**config.mk**
```make
export PLATFORM = sky130hd
export DESIGN_NAME = lut3d_front
export DESIGN_NICKNAME = d
export VERILOG_FILES = /design/src/rtl/lut3d_tetrahedral_interp_core_assert.svh /design/src/rtl/lut3d_pkg.sv /design/src/rtl/lut3d_front.sv
export SDC_FILE = /design/constraint.sdc
export NUM_CORES = 1
export LEC_CHECK = 0
export BUFFER_PORTS_ARGS = -buffer_cell sky130_fd_sc_hd__buf_2
export CAP_MARGIN = 15
export CORE_MARGIN = 10
export CORE_UTILIZATION = 25
export CTS_CLUSTER_DIAMETER = 80
export CTS_CLUSTER_SIZE = 30
export DETAILED_ROUTE_END_ITERATION = 12
export SYNTH_ARGS = -nofsm -noshare
export SYNTH_HDL_FRONTEND = slang
export SYNTH_SLANG_ARGS = --single-unit
export TNS_END_PERCENT = 20
```
**constraint.sdc**
```tcl
create_clock -name clk -period 45.5 [get_ports clk]
set_input_delay 2.275 -clock clk [delete_from_list [all_inputs] [get_ports clk]]
set_output_delay 2.275 -clock clk [all_outputs]
set_load 0.05 [all_outputs]
```
**src/rtl/lut3d_tetrahedral_interp_core_assert.svh**
```systemverilog
// assertion macros of the lut3d rtl
// depends on nothing; the core module includes it by bare file name
`ifndef LUT3D_TETRAHEDRAL_INTERP_CORE_ASSERT_SVH
`define LUT3D_TETRAHEDRAL_INTERP_CORE_ASSERT_SVH

// same-cycle implication, disabled during reset
`define LUT3D_ASSERT_IMP(label, clk, rst_n, ante, cons) \
  label: assert property (@(posedge clk) disable iff (!rst_n) (ante) |-> (cons)) \
    else $error("lut3d assertion failed");

// next-cycle implication, disabled during reset
`define LUT3D_ASSERT_NXT(label, clk, rst_n, ante, cons) \
  label: assert property (@(posedge clk) disable iff (!rst_n) (ante) |=> (cons)) \
    else $error("lut3d assertion failed");

`endif

```
**src/rtl/lut3d_pkg.sv**
```systemverilog
// types and constants of the 3d lut tetrahedral interpolator
// no dependencies; used by every lut3d module except lut3d_ram
`timescale 1ns / 1ps
package lut3d_pkg;

  localparam int MAX_GRID    = 33;
  localparam int TABLE_DEPTH = MAX_GRID * MAX_GRID * MAX_GRID;
  localparam int CH_W        = 17;
  localparam int IDX_W       = 16;
  localparam int ALPHA_W     = 16;
  localparam int GRID_W      = 6;
  localparam int FRAC_SH     = 16;
  localparam int CELL_W      = $clog2(MAX_GRID);
  localparam int SCALED_W    = CH_W + GRID_W;
  localparam int T_W         = $clog2(MAX_GRID * MAX_GRID + 1);
  localparam int CORNERS     = 8;
  localparam int RAM_COPIES  = CORNERS / 2;
  localparam int CFG_AW      = 3;
  localparam int CFG_DW      = 32;

  localparam logic [CH_W-1:0] ONE_FIX = CH_W'(65536);

  localparam logic CMD_WRITE = 1'b0;
  localparam logic CMD_PIXEL = 1'b1;

  localparam logic [CFG_AW-1:0] ADDR_GRID_SIZE = CFG_AW'(0);

  typedef struct packed {
    logic               command;
    logic [IDX_W-1:0]   entry_index;
    logic [CH_W-1:0]    red;
    logic [CH_W-1:0]    green;
    logic [CH_W-1:0]    blue;
    logic [ALPHA_W-1:0] alpha;
  } in_item_t;

  typedef struct packed {
    logic [CH_W-1:0]    out_red;
    logic [CH_W-1:0]    out_green;
    logic [CH_W-1:0]    out_blue;
    logic [ALPHA_W-1:0] out_alpha;
  } out_item_t;

  // channel 0 red, 1 green, 2 blue
  typedef logic [2:0][CH_W-1:0] lut_entry_t;

  typedef struct packed {
    logic               valid;
    logic               pixel;
    logic [IDX_W-1:0]   waddr;
    lut_entry_t         wdata;
    logic [IDX_W-1:0]   idx;
    lut_entry_t         frac;
    logic [ALPHA_W-1:0] alpha;
  } fe_item_t;

endpackage

```
**src/rtl/lut3d_front.sv**
```systemverilog
// front end: clamp, scale, cell split and linear base index
// depends on lut3d_pkg
`timescale 1ns / 1ps
module lut3d_front (
  input  logic                               clk,
  input  logic                               rst_n,
  input  logic                               advance,
  input  logic                               in_accept,
  input  lut3d_pkg::in_item_t                in_data,
  input  logic [lut3d_pkg::GRID_W-1:0]       grid_n,
  output lut3d_pkg::fe_item_t                fe_out
);
  import lut3d_pkg::*;

  logic                 a_valid_r;
  in_item_t             a_item_r;

  logic                 b_valid_r;
  in_item_t             b_item_r;
  logic [SCALED_W-1:0]  b_s_r [3];
  logic [SCALED_W-1:0]  b_s_nxt [3];

  logic                 c_valid_r;
  in_item_t             c_item_r;
  logic [CELL_W-1:0]    c_base_r [3];
  lut_entry_t           c_frac_r;
  logic [CELL_W-1:0]    c_base_nxt [3];
  lut_entry_t           c_frac_nxt;

  logic                 d_valid_r;
  in_item_t             d_item_r;
  logic [T_W-1:0]       d_t_r;
  logic [CELL_W-1:0]    d_b_r;
  lut_entry_t           d_frac_r;
  logic [T_W-1:0]       d_t_nxt;

  fe_item_t             fe_r;
  fe_item_t             fe_nxt;

  lut_entry_t           a_ch;
  logic [CH_W-1:0]      x_cl;
  logic [GRID_W-1:0]    scale;
  logic [GRID_W-1:0]    limit;
  logic [SCALED_W-FRAC_SH-1:0] c_raw;

  always_comb begin
    a_ch  = {a_item_r.blue, a_item_r.green, a_item_r.red};
    scale = grid_n - GRID_W'(1);
    limit = grid_n - GRID_W'(2);
    x_cl  = '0;
    c_raw = '0;
    for (int i = 0; i < 3; i++) begin
      x_cl       = (a_ch[i] > ONE_FIX) ? ONE_FIX : a_ch[i];
      b_s_nxt[i] = SCALED_W'(x_cl) * SCALED_W'(scale);
    end
    for (int i = 0; i < 3; i++) begin
      c_raw = b_s_r[i][SCALED_W-1:FRAC_SH];
      if (c_raw > (SCALED_W-FRAC_SH)'(limit)) begin
        c_base_nxt[i] = CELL_W'(limit);
      end else begin
        c_base_nxt[i] = CELL_W'(c_raw);
      end
      c_frac_nxt[i] = CH_W'(b_s_r[i] - {(SCALED_W-FRAC_SH)'(c_base_nxt[i]), FRAC_SH'(0)});
    end
    d_t_nxt = T_W'(c_base_r[0]) * T_W'(grid_n) + T_W'(c_base_r[1]);

    fe_nxt.valid = d_valid_r;
    fe_nxt.pixel = (d_item_r.command == CMD_PIXEL);
    fe_nxt.waddr = d_item_r.entry_index;
    fe_nxt.wdata = {d_item_r.blue, d_item_r.green, d_item_r.red};
    fe_nxt.idx   = IDX_W'(d_t_r) * IDX_W'(grid_n) + IDX_W'(d_b_r);
    fe_nxt.frac  = d_frac_r;
    fe_nxt.alpha = d_item_r.alpha;
  end

  always_ff @(posedge clk) begin
    if (!rst_n) begin
      a_valid_r <= 1'b0;
      b_valid_r <= 1'b0;
      c_valid_r <= 1'b0;
      d_valid_r <= 1'b0;
      fe_r.valid <= 1'b0;
    end else if (advance) begin
      a_valid_r  <= in_accept;
      b_valid_r  <= a_valid_r;
      c_valid_r  <= b_valid_r;
      d_valid_r  <= c_valid_r;
      fe_r.valid <= fe_nxt.valid;
      a_item_r   <= in_data;
      b_item_r   <= a_item_r;
      b_s_r      <= b_s_nxt;
      c_item_r   <= b_item_r;
      c_base_r   <= c_base_nxt;
      c_frac_r   <= c_frac_nxt;
      d_item_r   <= c_item_r;
      d_t_r      <= d_t_nxt;
      d_b_r      <= c_base_r[2];
      d_frac_r   <= c_frac_r;
      fe_r.pixel <= fe_nxt.pixel;
      fe_r.waddr <= fe_nxt.waddr;
      fe_r.wdata <= fe_nxt.wdata;
      fe_r.idx   <= fe_nxt.idx;
      fe_r.frac  <= fe_nxt.frac;
      fe_r.alpha <= fe_nxt.alpha;
    end
  end

  assign fe_out = fe_r;

endmodule

```
# Word-level counts from Yosys, hierarchy flattened

Index checks and enable logic that the tools add are counted.

Flip-flop bits (word level): 698
Latch bits: 0
RAM bits: 0
Bits in read-only memories: 0
Input port bits: 94
Word-level logic and storage cells: 78
Memories: 0

Add/subtract/negate cells: 7
$mul: 5
Div/mod/pow operators: 0
$lt $le $gt $ge: 6
Equal/unequal tests: 0
Shift-type cells: 0
Mux-type cells: 6
Bitwise operators: 0
Reductions and logical operators: 1

Operators by type and width:

| operator             | count |
|---|---|
| $mul 17x6->23        | 3 |
| $gt 17x17->1 const B | 3 |
| $mux 17              | 3 |
| $sub 17x17->17       | 3 |
| $gt 7x6->1           | 3 |
| $mux 6               | 3 |
| $add 16x6->16        | 1 |
| $mul 11x6->16        | 1 |
| $add 11x6->11        | 1 |
| $mul 6x6->11         | 1 |
| $sub 6x1->6 const B  | 1 |
| $sub 6x2->6 const B  | 1 |
| $reduce_and 2->1     | 1 |

# Logic depth before layout (Yosys ltp)

Gate-level depths: netlist of run 1.

Word-level depth: 4
Gate-level depth with buffers: 24

# Least setup slack after synthesis of run 1

No wires, ideal clock.

Kind: input to register
Start point: in advance
End point: reg a_item_r (netlist bit a_ch[0]), enable pin
Library setup time: 1.148 ns
Data arrival time: 18.149 ns
Slack: 26.204 ns
Cell stages on the path: 2
Path through: clkbuf_1 > and2_1

Cells in the longest elaborated chain, start to end: 1

RTL lines:

| what                       | line              | RTL |
|---|---|---|
| start, declared            | lut3d_front.sv:7  | `input logic advance,` |
| $reduce_and 2->1 (no line) | n/a               |  |
| end signal, assigned       | lut3d_front.sv:89 | `a_item_r <= in_data;` |
| end, declared              | lut3d_front.sv:16 | `in_item_t a_item_r;` |

Every way passes these cells.
A chain may end at the register's enable or synchronous reset.

==> results of run 1 <==
## routing by layer
metal / share of wire, % / routed length (um) / GRT usage, % / up-vias
met5: 0.13 / 92 / 0 / -
met1: 44 / 30580 / 11.25 / 8977
li1: - / - / - / 8784
met3: 6.0 / 4106 / 2.402 / 115
met4: 2.7 / 1852 / 2.707 / 16
met2: 47 / 32230 / 14.58 / 328
## registers in the layout, summed over array words and instances (netlist names), 6 cells and up
name,count
c_item_r,84
b_s_r,69
d_t_r,11
a_ch,51
a_item_r,33
d_frac_r,51
c_frac_r,51
d_item_r,84
fe_out,152
c_base_r,18
d_b_r,6
b_item_r,84
## cell type report
type,instances,area [um^2]
Fill cell,14090,98600
Clock buffer,53,1284
Antenna cell,1,2.502
Inverter,347,1303
Timing Repair Buffer,259,1341
Clock inverter,42,784.5
Sequential cell,698,20910
Multi-Input combinational cell,1340,12620
Tap cell,1876,2347
## final timing paths
check	from	depth (start not counted)	slack, ps	endpoint
max reg2reg	a_ch[34]$_DFFE_PP_	17	39240	b_s_r[22]$_DFFE_PP_
min reg2reg	d_frac_r[16]$_DFFE_PP_	0	390	fe_out[32]$_DFFE_PP_
max	grid_n[0]	20	37820	b_s_r[22]$_DFFE_PP_
min	d_frac_r[16]$_DFFE_PP_	0	390	fe_out[32]$_DFFE_PP_
## synthesized netlist by cell type (all sizes together) (14+ instances only)
master / count
inv: 347
a21o: 26
xnor2: 63
fa: 241
nor2: 74
a21oi: 60
edfxtp: 693
ha: 180
nand3: 19
nor3: 14
nand2: 149
nand2b: 15
o21ai: 50
nor4: 16
xor2: 24
and2: 294
clkbuf: 31
## stage by stage
stage	hold WS (ps)	power, W	instance area (um^2)	worst slack [ps]
final	393.8	0.001939	40590	37820
after floorplan	400.3	0.001312	34980	26200
after global routing	381.5	0.002093	40590	37530
after CTS	368.0	0.001978	40580	37900
after detailed placement	404.5	0.001433	38510	37160
after global placement	400.1	0.001422	38510	37270
## worst max-delay path, cell delays in order
cell	delay, ps
buf_2	70
buf_4	350
inv_1	170
ha_1	260
xnor2_1	760
nor2_1	460
and2_1	310
fa_1	490
fa_1	490
inv_1	50
fa_1	520
inv_1	40
ha_1	370
nand4_1	190
nor4_1	500
nor2_1	110
a21oi_1	230
a21oi_1	130
a21oi_1	180
xnor2_1	80
## power by group
group	switching (W)	total (W)	internal, W	leakage, nW
registers	0.0000276	0.000813	0.000786	6.58
logic	0.000355	0.000598	0.000243	8.65
clock network	0.000284	0.000528	0.000244	0.963
## cells by family after synthesis
group | synth area share [%]
mux | 0.3291
xor+xnor | 2.178
simple gates | 9.461
fa+ha+maj | 20.23
compound gates | 3.863
flops | 59.78
buf+inv | 4.157
==> key figures, run 1 <==
Power and ir drop
  • Power Density: 47.78 nW/um^2
  • Lkg Pwr: 16.19 nW
  • VDD IR-drop max: 0.03546 mV

Global routing
  • Largest net degree at the start of global routing: 162
  • GR Util All Layers: 8.838%
  • Global-route wire length before repair: 109.3 mm
  • Total gr overflow: 0
  • Vias in the first global route: 19060
  • Initial antenna violation count: 11

Place
  • RePlAce Congestion: 0.7804
  • Placed Instances: 4519
  • Dpl hpwl: 50.97 mm
  • IO buf count: 245

Yosys
  • Top FF cell, synth: edfxtp_1
  • Post-synth top area cell: edfxtp_1
  • Ys Warns: 0
  • Post-synth EDFFs: 693
  • Mapped Nets: 2939
  • Syn Area/Cell: 14.43 um^2
  • Ys async rst share: 0%
  • Cell area after synthesis: 34980 um^2
  • Distinct cells, synth: 64
  • Synth area leaders: edfxtp_1, fa_1, ha_1
  • Seq cells post-synth: 698
  • Syn Inst Count: 2424
  • Sequential fraction of the synthesis area: 59.78%
  • Top-area cell type share of the netlist area: 59.49%

Clock network
  • CTS tree: done
  • Skew-Pair Late Insertion Delay: 670 ps
  • Clock sink count: 698
  • Worst-case clock buffer depth: 3
  • Cts repair resizes: 0
  • CTS Buf Count: 51
  • Root Buffer Master: clkbuf_16
  • Htree depth: 2
  • Post-CTS Setup Bufs: 0
  • Reg clk slew, reported paths: 80 ps
  • Hold_buf cts: 0

Floorplanning
  • Die Y: 394.1 um
  • CORE AREA: 139200 um^2
  • Starting Density: 25.13%
  • Row count: 137
  • Die Wd: 394.1 um
  • I/O Pins: 246
  • Die area: 155300 um^2

Critical path
  • CP Max Fanout: 31
  • Worst EP arrival: 8100 ps
  • CP Capture Type: flip-flop
  • CP Class: primary input to flip-flop
  • Crit start category: primary input
  • Critical path data required time: 45920 ps

Cells and area
  • Final Util: 29.16%
  • Commonest non-fill, non-tap cells in the layout: edfxtp_1, inv_1, and2_1, buf_2, fa_1
  • Final Non-Filler Cells: 4616
  • Share of cells above drive strength 1: 13.73%
  • Syn-to-layout area delta: 16.04%
  • Final net count: 3212
  • Commonest non-fill, non-tap cell in the layout: edfxtp_1

Route
  • DRT iter0 DRCs: 1004
  • Antenna viol nets, final: 0
  • DRC errors left: 0
  • Vias: 18220
  • Vias/cell: 3.947
  • Drt total wl: 68.87 mm
  • Initial DRT Pass Iterations: 6
  • WL per Instance: 14.92 um

Run status
  • Status: completed

Flow run
  • Total of max-cap violations: 0

Timing
  • Setup Viol. Count Final: 0
  • Relative slew margins: 26.75%
  • Final-report max-slew violation count: 0
  • Final Skew: 60.01 ps
  • Worst-Margin Slew: 1095 ps
  • Achievable Freq: 130.1 MHz
  • Final hold vios: 0
  • RSZ-0062 raised after global routing: false
  • Final Critical Period: 7685 ps
  • Post-route setup TNS: 0 ps
  • Final worst-path cycle share: 16.89%

Min path
  • Hold crit path type: flip-flop to flip-flop
Note: power is estimated with default switching activity, not from simulation.
==> run 2: changes to the inputs <==
Clock period 45.5 ns to 8 ns, I/O delays scaled along.
==> key figures, run 2 (synthesis gave the netlist of run 1 again) <==
Cells and area
  • Multi-input logic area: 12620 um^2
  • FF/Latch Area: 20910 um^2
  • Commonest non-fill, non-tap cells in the layout: edfxtp_1, inv_1, and2_1, buf_2, fa_1
  • Max FFs per register: 152
  • Commonest non-fill, non-tap cell in the layout: edfxtp_1
  • Final net count: 3295
  • Post-layout instance area: 41640 um^2
  • Filler cells: 14020
  • Share of cells above drive strength 1: 13.25%
  • Syn-to-layout area delta: 19.04%

Floorplanning
  • Row count: 137
  • Die area: 155300 um^2
  • I/O Pins: 246
  • Die Wd: 394.1 um
  • CORE AREA: 139200 um^2
  • Starting Density: 25.13%
  • Die Y: 394.1 um

Place
  • Placement Setup Slack: 1568 ps
  • RePlAce Congestion: 0.8073
  • Dpl hpwl: 50.69 mm
  • Area after DPL: 38510 um^2
  • IO buf count: 245

Timing
  • Final hold vios: 0
  • RSZ-0062 raised after global routing: false
  • Final-report max-slew violation count: 0
  • Final Critical Period: 6145 ps
  • Relative slew margins: 27.91%
  • Setup Viol. Count Final: 0
  • WHS: 75.23 ps
  • Final Skew: 96.36 ps
  • Final worst-path cycle share: 76.81%
  • Setup slack after layout: 1855 ps
  • Worst-Margin Slew: 1070 ps
  • Post-route setup TNS: 0 ps
  • Achievable Freq: 162.7 MHz

Power and ir drop
  • Comb pwr share: 31.5%
  • VDD IR-drop max: 0.2226 mV
  • Internal power: 0.007302 W
  • Lkg Pwr: 16.61 nW
  • Power Density: 272.5 nW/um^2
  • Sw power: 0.004044 W
  • Clk pwr share: 27.8%
  • Sw Ratio: 35.64%
  • Register share of total power: 40.7%

Critical path
  • Cell Chain, Critical Path: nor4_1 > a41oi_1 > nor2_1 > and2_1 > fa_1 > fa_1 > inv_1 > fa_1 > inv_1 > ha_1 > o211a_1 > nor3_2 > a211o_1 > nand2b_1 > a21o_1 > a2111o_1 > o211ai_1
  • Crit start category: flip-flop
  • CP Capture Type: flip-flop
  • Flop2flop setup slack: 1860 ps
  • CP Max Fanout: 16
  • Max stage delay cell, worst path: nor2_1
  • Worst EP arrival: 6660 ps
  • Most numerous cell on the critical path: fa_1
  • Max incr delay on CP: 870 ps
  • Critical path data required time: 8510 ps
  • CP Class: flip-flop to flip-flop

Clock network
  • Htree depth: 2
  • Skew-Pair Late Insertion Delay: 710 ps
  • Root Buffer Master: clkbuf_16
  • Post-CTS Setup Bufs: 0
  • CTS Buf Count: 52
  • Clock sink count: 698
  • Reg clk slew, reported paths: 100 ps
  • Worst-case clock buffer depth: 3
  • Cts repair resizes: 0
  • CTS tree: done

Route
  • DRC errors left: 0
  • Vias: 18560
  • WL per Instance: 14.81 um
  • Antenna viol nets, final: 0
  • Drt total wl: 69.69 mm
  • Vias/cell: 3.946
  • Initial DRT Pass Iterations: 5
  • DRT iter0 DRCs: 825

Flow run
  • Total of max-cap violations: 0

Min path
  • Hold crit path type: primary input to flip-flop

Global routing
  • Initial antenna violation count: 9
  • Largest net degree at the start of global routing: 155
  • GR Util All Layers: 8.917%
  • Vias in the first global route: 19480
  • Global-route wire length before repair: 110.7 mm
  • Total gr overflow: 0

Run status
  • Status: completed
run 2: cell types whose count changed in the layout (fill, tap and decap cells not counted), sizes merged:
| cell | before | now |
|---|---|---|
| buf | 258 | 254 |
| bufinv | 1 | 0 |
| clkbuf | 54 | 53 |
| clkinv | 20 | 23 |
| diode | 1 | 5 |
| dlygate4sd3 | 0 | 87 |
run 2: power by group through the flow:
stage	Combinational (W)	Sequential (W)	Clock (W)
finish	0.00357	0.00462	0.00316
global route	0.00412	0.00465	0.00345
CTS	0.00367	0.00463	0.00332
detailed placement	0.00361	0.00471	0
global placement	0.00356	0.00471	0
floorplan	0.00252	0.00486	0
run 2: per-layer routing:
layer	global-route usage [%]	vias to the layer above	part of all wire, %
met5	0	-	0.089
met4	2.520	10	2.4
met3	2.229	102	5.5
met2	14.55	334	46
met1	11.68	9179	46
li1	-	8937	-
run 2: path summary, 6_finish.rpt:
kind,startpoint,to,cells after the start
max reg2reg,a_ch[18]$_DFFE_PP_,b_s_r[41]$_DFFE_PP_,17
min,advance,fe_out[151]$_SDFFE_PN0P_,3
max,a_ch[18]$_DFFE_PP_,b_s_r[41]$_DFFE_PP_,17
min reg2reg,b_item_r[28]$_DFFE_PP_,c_item_r[28]$_DFFE_PP_,0
run 2: cell type report:
type                       count  share of cell area [%]
sequential                   698                   50.22
clock inverter                44                   2.236
multi-input combinational   1340                   30.30
clock buffer                  53                   3.134
antenna                        5                 0.03005
timing repair buffer         341                   5.313
tap                         1876                   5.637
inverter                     347                   3.128
run 2: metrics by stage:
stage	total power, W	utilization, %	std cells
after floorplan	0.007376	-	2424
after global placement	0.008269	27.66	4513
after detailed placement	0.008321	27.66	4513
after CTS	0.01162	29.90	4697
after global routing	0.01222	29.91	4700
final	0.01135	29.91	4704
run 2: critical path, delay by kind of cell, from the launching register on:
kind	cells	cell delay (ps)
fa+ha+maj	4	1790
flops	1	520
buf+inv	2	90
compound gates	6	1610
simple gates	5	1960
run 2: what timing repair did:
item / in CTS / in global routing
hold buffers: 87 / 0
setup endpoints to repair: 0 / 0
endpoints found under the hold margin: 89 / 0
==> run 3: changes to the inputs <==
Clock period 8 ns to 5.52 ns, I/O delays scaled along.
==> key figures, run 3 (synthesis gave the netlist of run 1 again) <==
Run status
  • Status: completed

Clock network
  • Htree depth: 2
  • Reg clk slew, reported paths: 100 ps
  • Worst-case clock buffer depth: 3
  • Root Buffer Master: clkbuf_16
  • Clock sink count: 698
  • CTS tree: done
  • CTS Buf Count: 51
  • Skew-Pair Late Insertion Delay: 700 ps

Route
  • Initial DRT Pass Iterations: 7
  • DRC errors left: 0
  • Drt total wl: 72.87 mm
  • Vias/cell: 3.956
  • Antenna viol nets, final: 0
  • DRT iter0 DRCs: 969
  • Vias: 19370
  • WL per Instance: 14.88 um

Critical path
  • Worst EP arrival: 5660 ps
  • CP Class: primary input to flip-flop
  • Crit start category: primary input
  • Critical path data required time: 5980 ps
  • CP Depth: 23
  • Delay-heaviest family, CP: adder cells
  • Max stage delay cell, worst path: dlygate4sd3_1
  • CP Capture Type: flip-flop
  • Cell Chain, Critical Path: dlygate4sd3_1 > buf_2 > inv_1 > ha_1 > nor3b_2 > nand2_1 > xor2_2 > nor2_1 > buf_4 > and2_1 > fa_1 > fa_1 > inv_1 > fa_1 > inv_1 > ha_1 > and2_1 > o21ai_0 > nand3_1 > a41oi_2 > o21a_1 > o21ai_1 > xor2_1
  • CP Max Fanout: 16
  • Worst R2R Path Depth: 22
  • Crit path buf inv count: 6
  • Max incr delay on CP: 580 ps

Floorplanning
  • Die area: 155300 um^2
  • CORE AREA: 139200 um^2
  • Row count: 137
  • Starting Density: 25.13%
  • I/O Pins: 246
  • Die Wd: 394.1 um
  • Die Y: 394.1 um

Timing
  • Final-report max-slew violation count: 0
  • Worst-Margin Slew: 1027 ps
  • Final hold vios: 0
  • Final Critical Period: 5203 ps
  • Final worst-path cycle share: 94.27%
  • Setup Viol. Count Final: 0
  • Relative slew margins: 30.79%
  • Setup slack after layout: 316.5 ps
  • Post-route setup TNS: 0 ps
  • Final Skew: 68.45 ps
  • Achievable Freq: 192.2 MHz

Place
  • RePlAce Congestion: 0.8075
  • IO buf count: 245
  • Dpl hpwl: 54.12 mm
  • Area after DPL: 39940 um^2
  • Placement Setup Slack: -11.28 ps

Flow run
  • Total of max-cap violations: 0

Power and ir drop
  • Internal power: 0.01086 W
  • Register share of total power: 39.6%
  • Sw power: 0.005871 W
  • Clk pwr share: 26.8%
  • Comb pwr share: 33.6%
  • Power Density: 387.3 nW/um^2
  • Sw Ratio: 35.10%
  • Lkg Pwr: 17.59 nW
  • VDD IR-drop max: 0.3238 mV

Min path
  • Hold crit path type: primary input to flip-flop
  • Hold Path Depth: 4

Global routing
  • Global-route wire length before repair: 115.6 mm
  • Total gr overflow: 0
  • Initial antenna violation count: 6
  • Largest net degree at the start of global routing: 136
  • GR Util All Layers: 9.310%
  • Vias in the first global route: 20180

Cells and area
  • Antenna Cells: 0
  • Final Util: 31.03%
  • Commonest non-fill, non-tap cell in the layout: edfxtp_1
  • Post-layout instance area: 43200 um^2
  • Syn-to-layout area delta: 23.49%
  • Commonest non-fill, non-tap cells in the layout: edfxtp_1, inv_1, and2_1, buf_2, fa_1
  • Final net count: 3492
  • Max FFs per register: 152
  • Share of cells above drive strength 1: 19.24%
==> run 3: changes by cell type in the layout (fill, tap and decap cells not counted), moves of 4 or more <==
cell / delta
inv_6: +5
nor4_2: +5
dlygate4sd3_1: +4
nor4_1: -9
nor4_4: +4
diode_2: -5
buf_4: +191
==> run 3: tightest hold or removal path, stage by stage <==
cell,delay (ps)
buf_2,150
inv_1,100
buf_4,150
o21ai_0,80
==> run 3: metrics by stage <==
stage,hold slack [ps],std cells,power [W]
4_1_cts,164.8,4888,0.01708
3_3_place_gp,400.4,4701,0.01229
5_1_grt,219.7,4896,0.01801
6_report,234.7,4896,0.01673
2_1_floorplan,374.9,2424,0.01069
3_5_place_dp,404.5,4701,0.01240
==> run 3: layout make-up <==
type | count | area [um^2]
Fill cell | 13840 | 95990
Timing Repair Buffer | 539 | 3737
Tap cell | 1876 | 2347
Clock buffer | 54 | 1287
Clock inverter | 42 | 864.6
Inverter | 347 | 1303
Multi-Input combinational cell | 1340 | 12750
Sequential cell | 698 | 20910
==> run 3: what timing repair did <==
| action | in CTS | in global routing |
|---|---|---|
| buffers inserted | 0 | 7 |
| setup endpoints to repair | 0 | 27 |
| hold buffers | 91 | 0 |
| gates resized for setup | 0 | 22 |
| endpoints found under the hold margin | 90 | 0 |
==> run 3: final timing paths <==
| path | slack, ps | start | end |
|---|---|---|---|
| max | 320 | grid_n[1] | b_s_r[19]$_DFFE_PP_ |
| min | 230 | grid_n[0] | c_base_r[0]$_DFFE_PP_ |
| max reg2reg | 340 | a_ch[17]$_DFFE_PP_ | b_s_r[45]$_DFFE_PP_ |
| min reg2reg | 400 | b_s_r[2]$_DFFE_PP_ | c_frac_r[36]$_DFFE_PP_ |
==> run 3: routing by layer <==
| metal | GRT usage (%) | wire length (um) |
|---|---|---|
| met1 | 12.50 | 33850 |
| met2 | 15.10 | 33710 |
| met3 | 1.924 | 3522 |
| met4 | 2.674 | 1726 |
| met5 | 0 | 59 |
==> run 3: power by group through the flow <==
stage | clock network [W] | registers [W] | logic (W)
after global routing | 0.00489 | 0.00667 | 0.00645
after detailed placement | 0 | 0.00676 | 0.00564
final | 0.00448 | 0.00663 | 0.00562
after floorplan | 0 | 0.00704 | 0.00365
after global placement | 0 | 0.00675 | 0.00554
after CTS | 0.00470 | 0.00664 | 0.00574
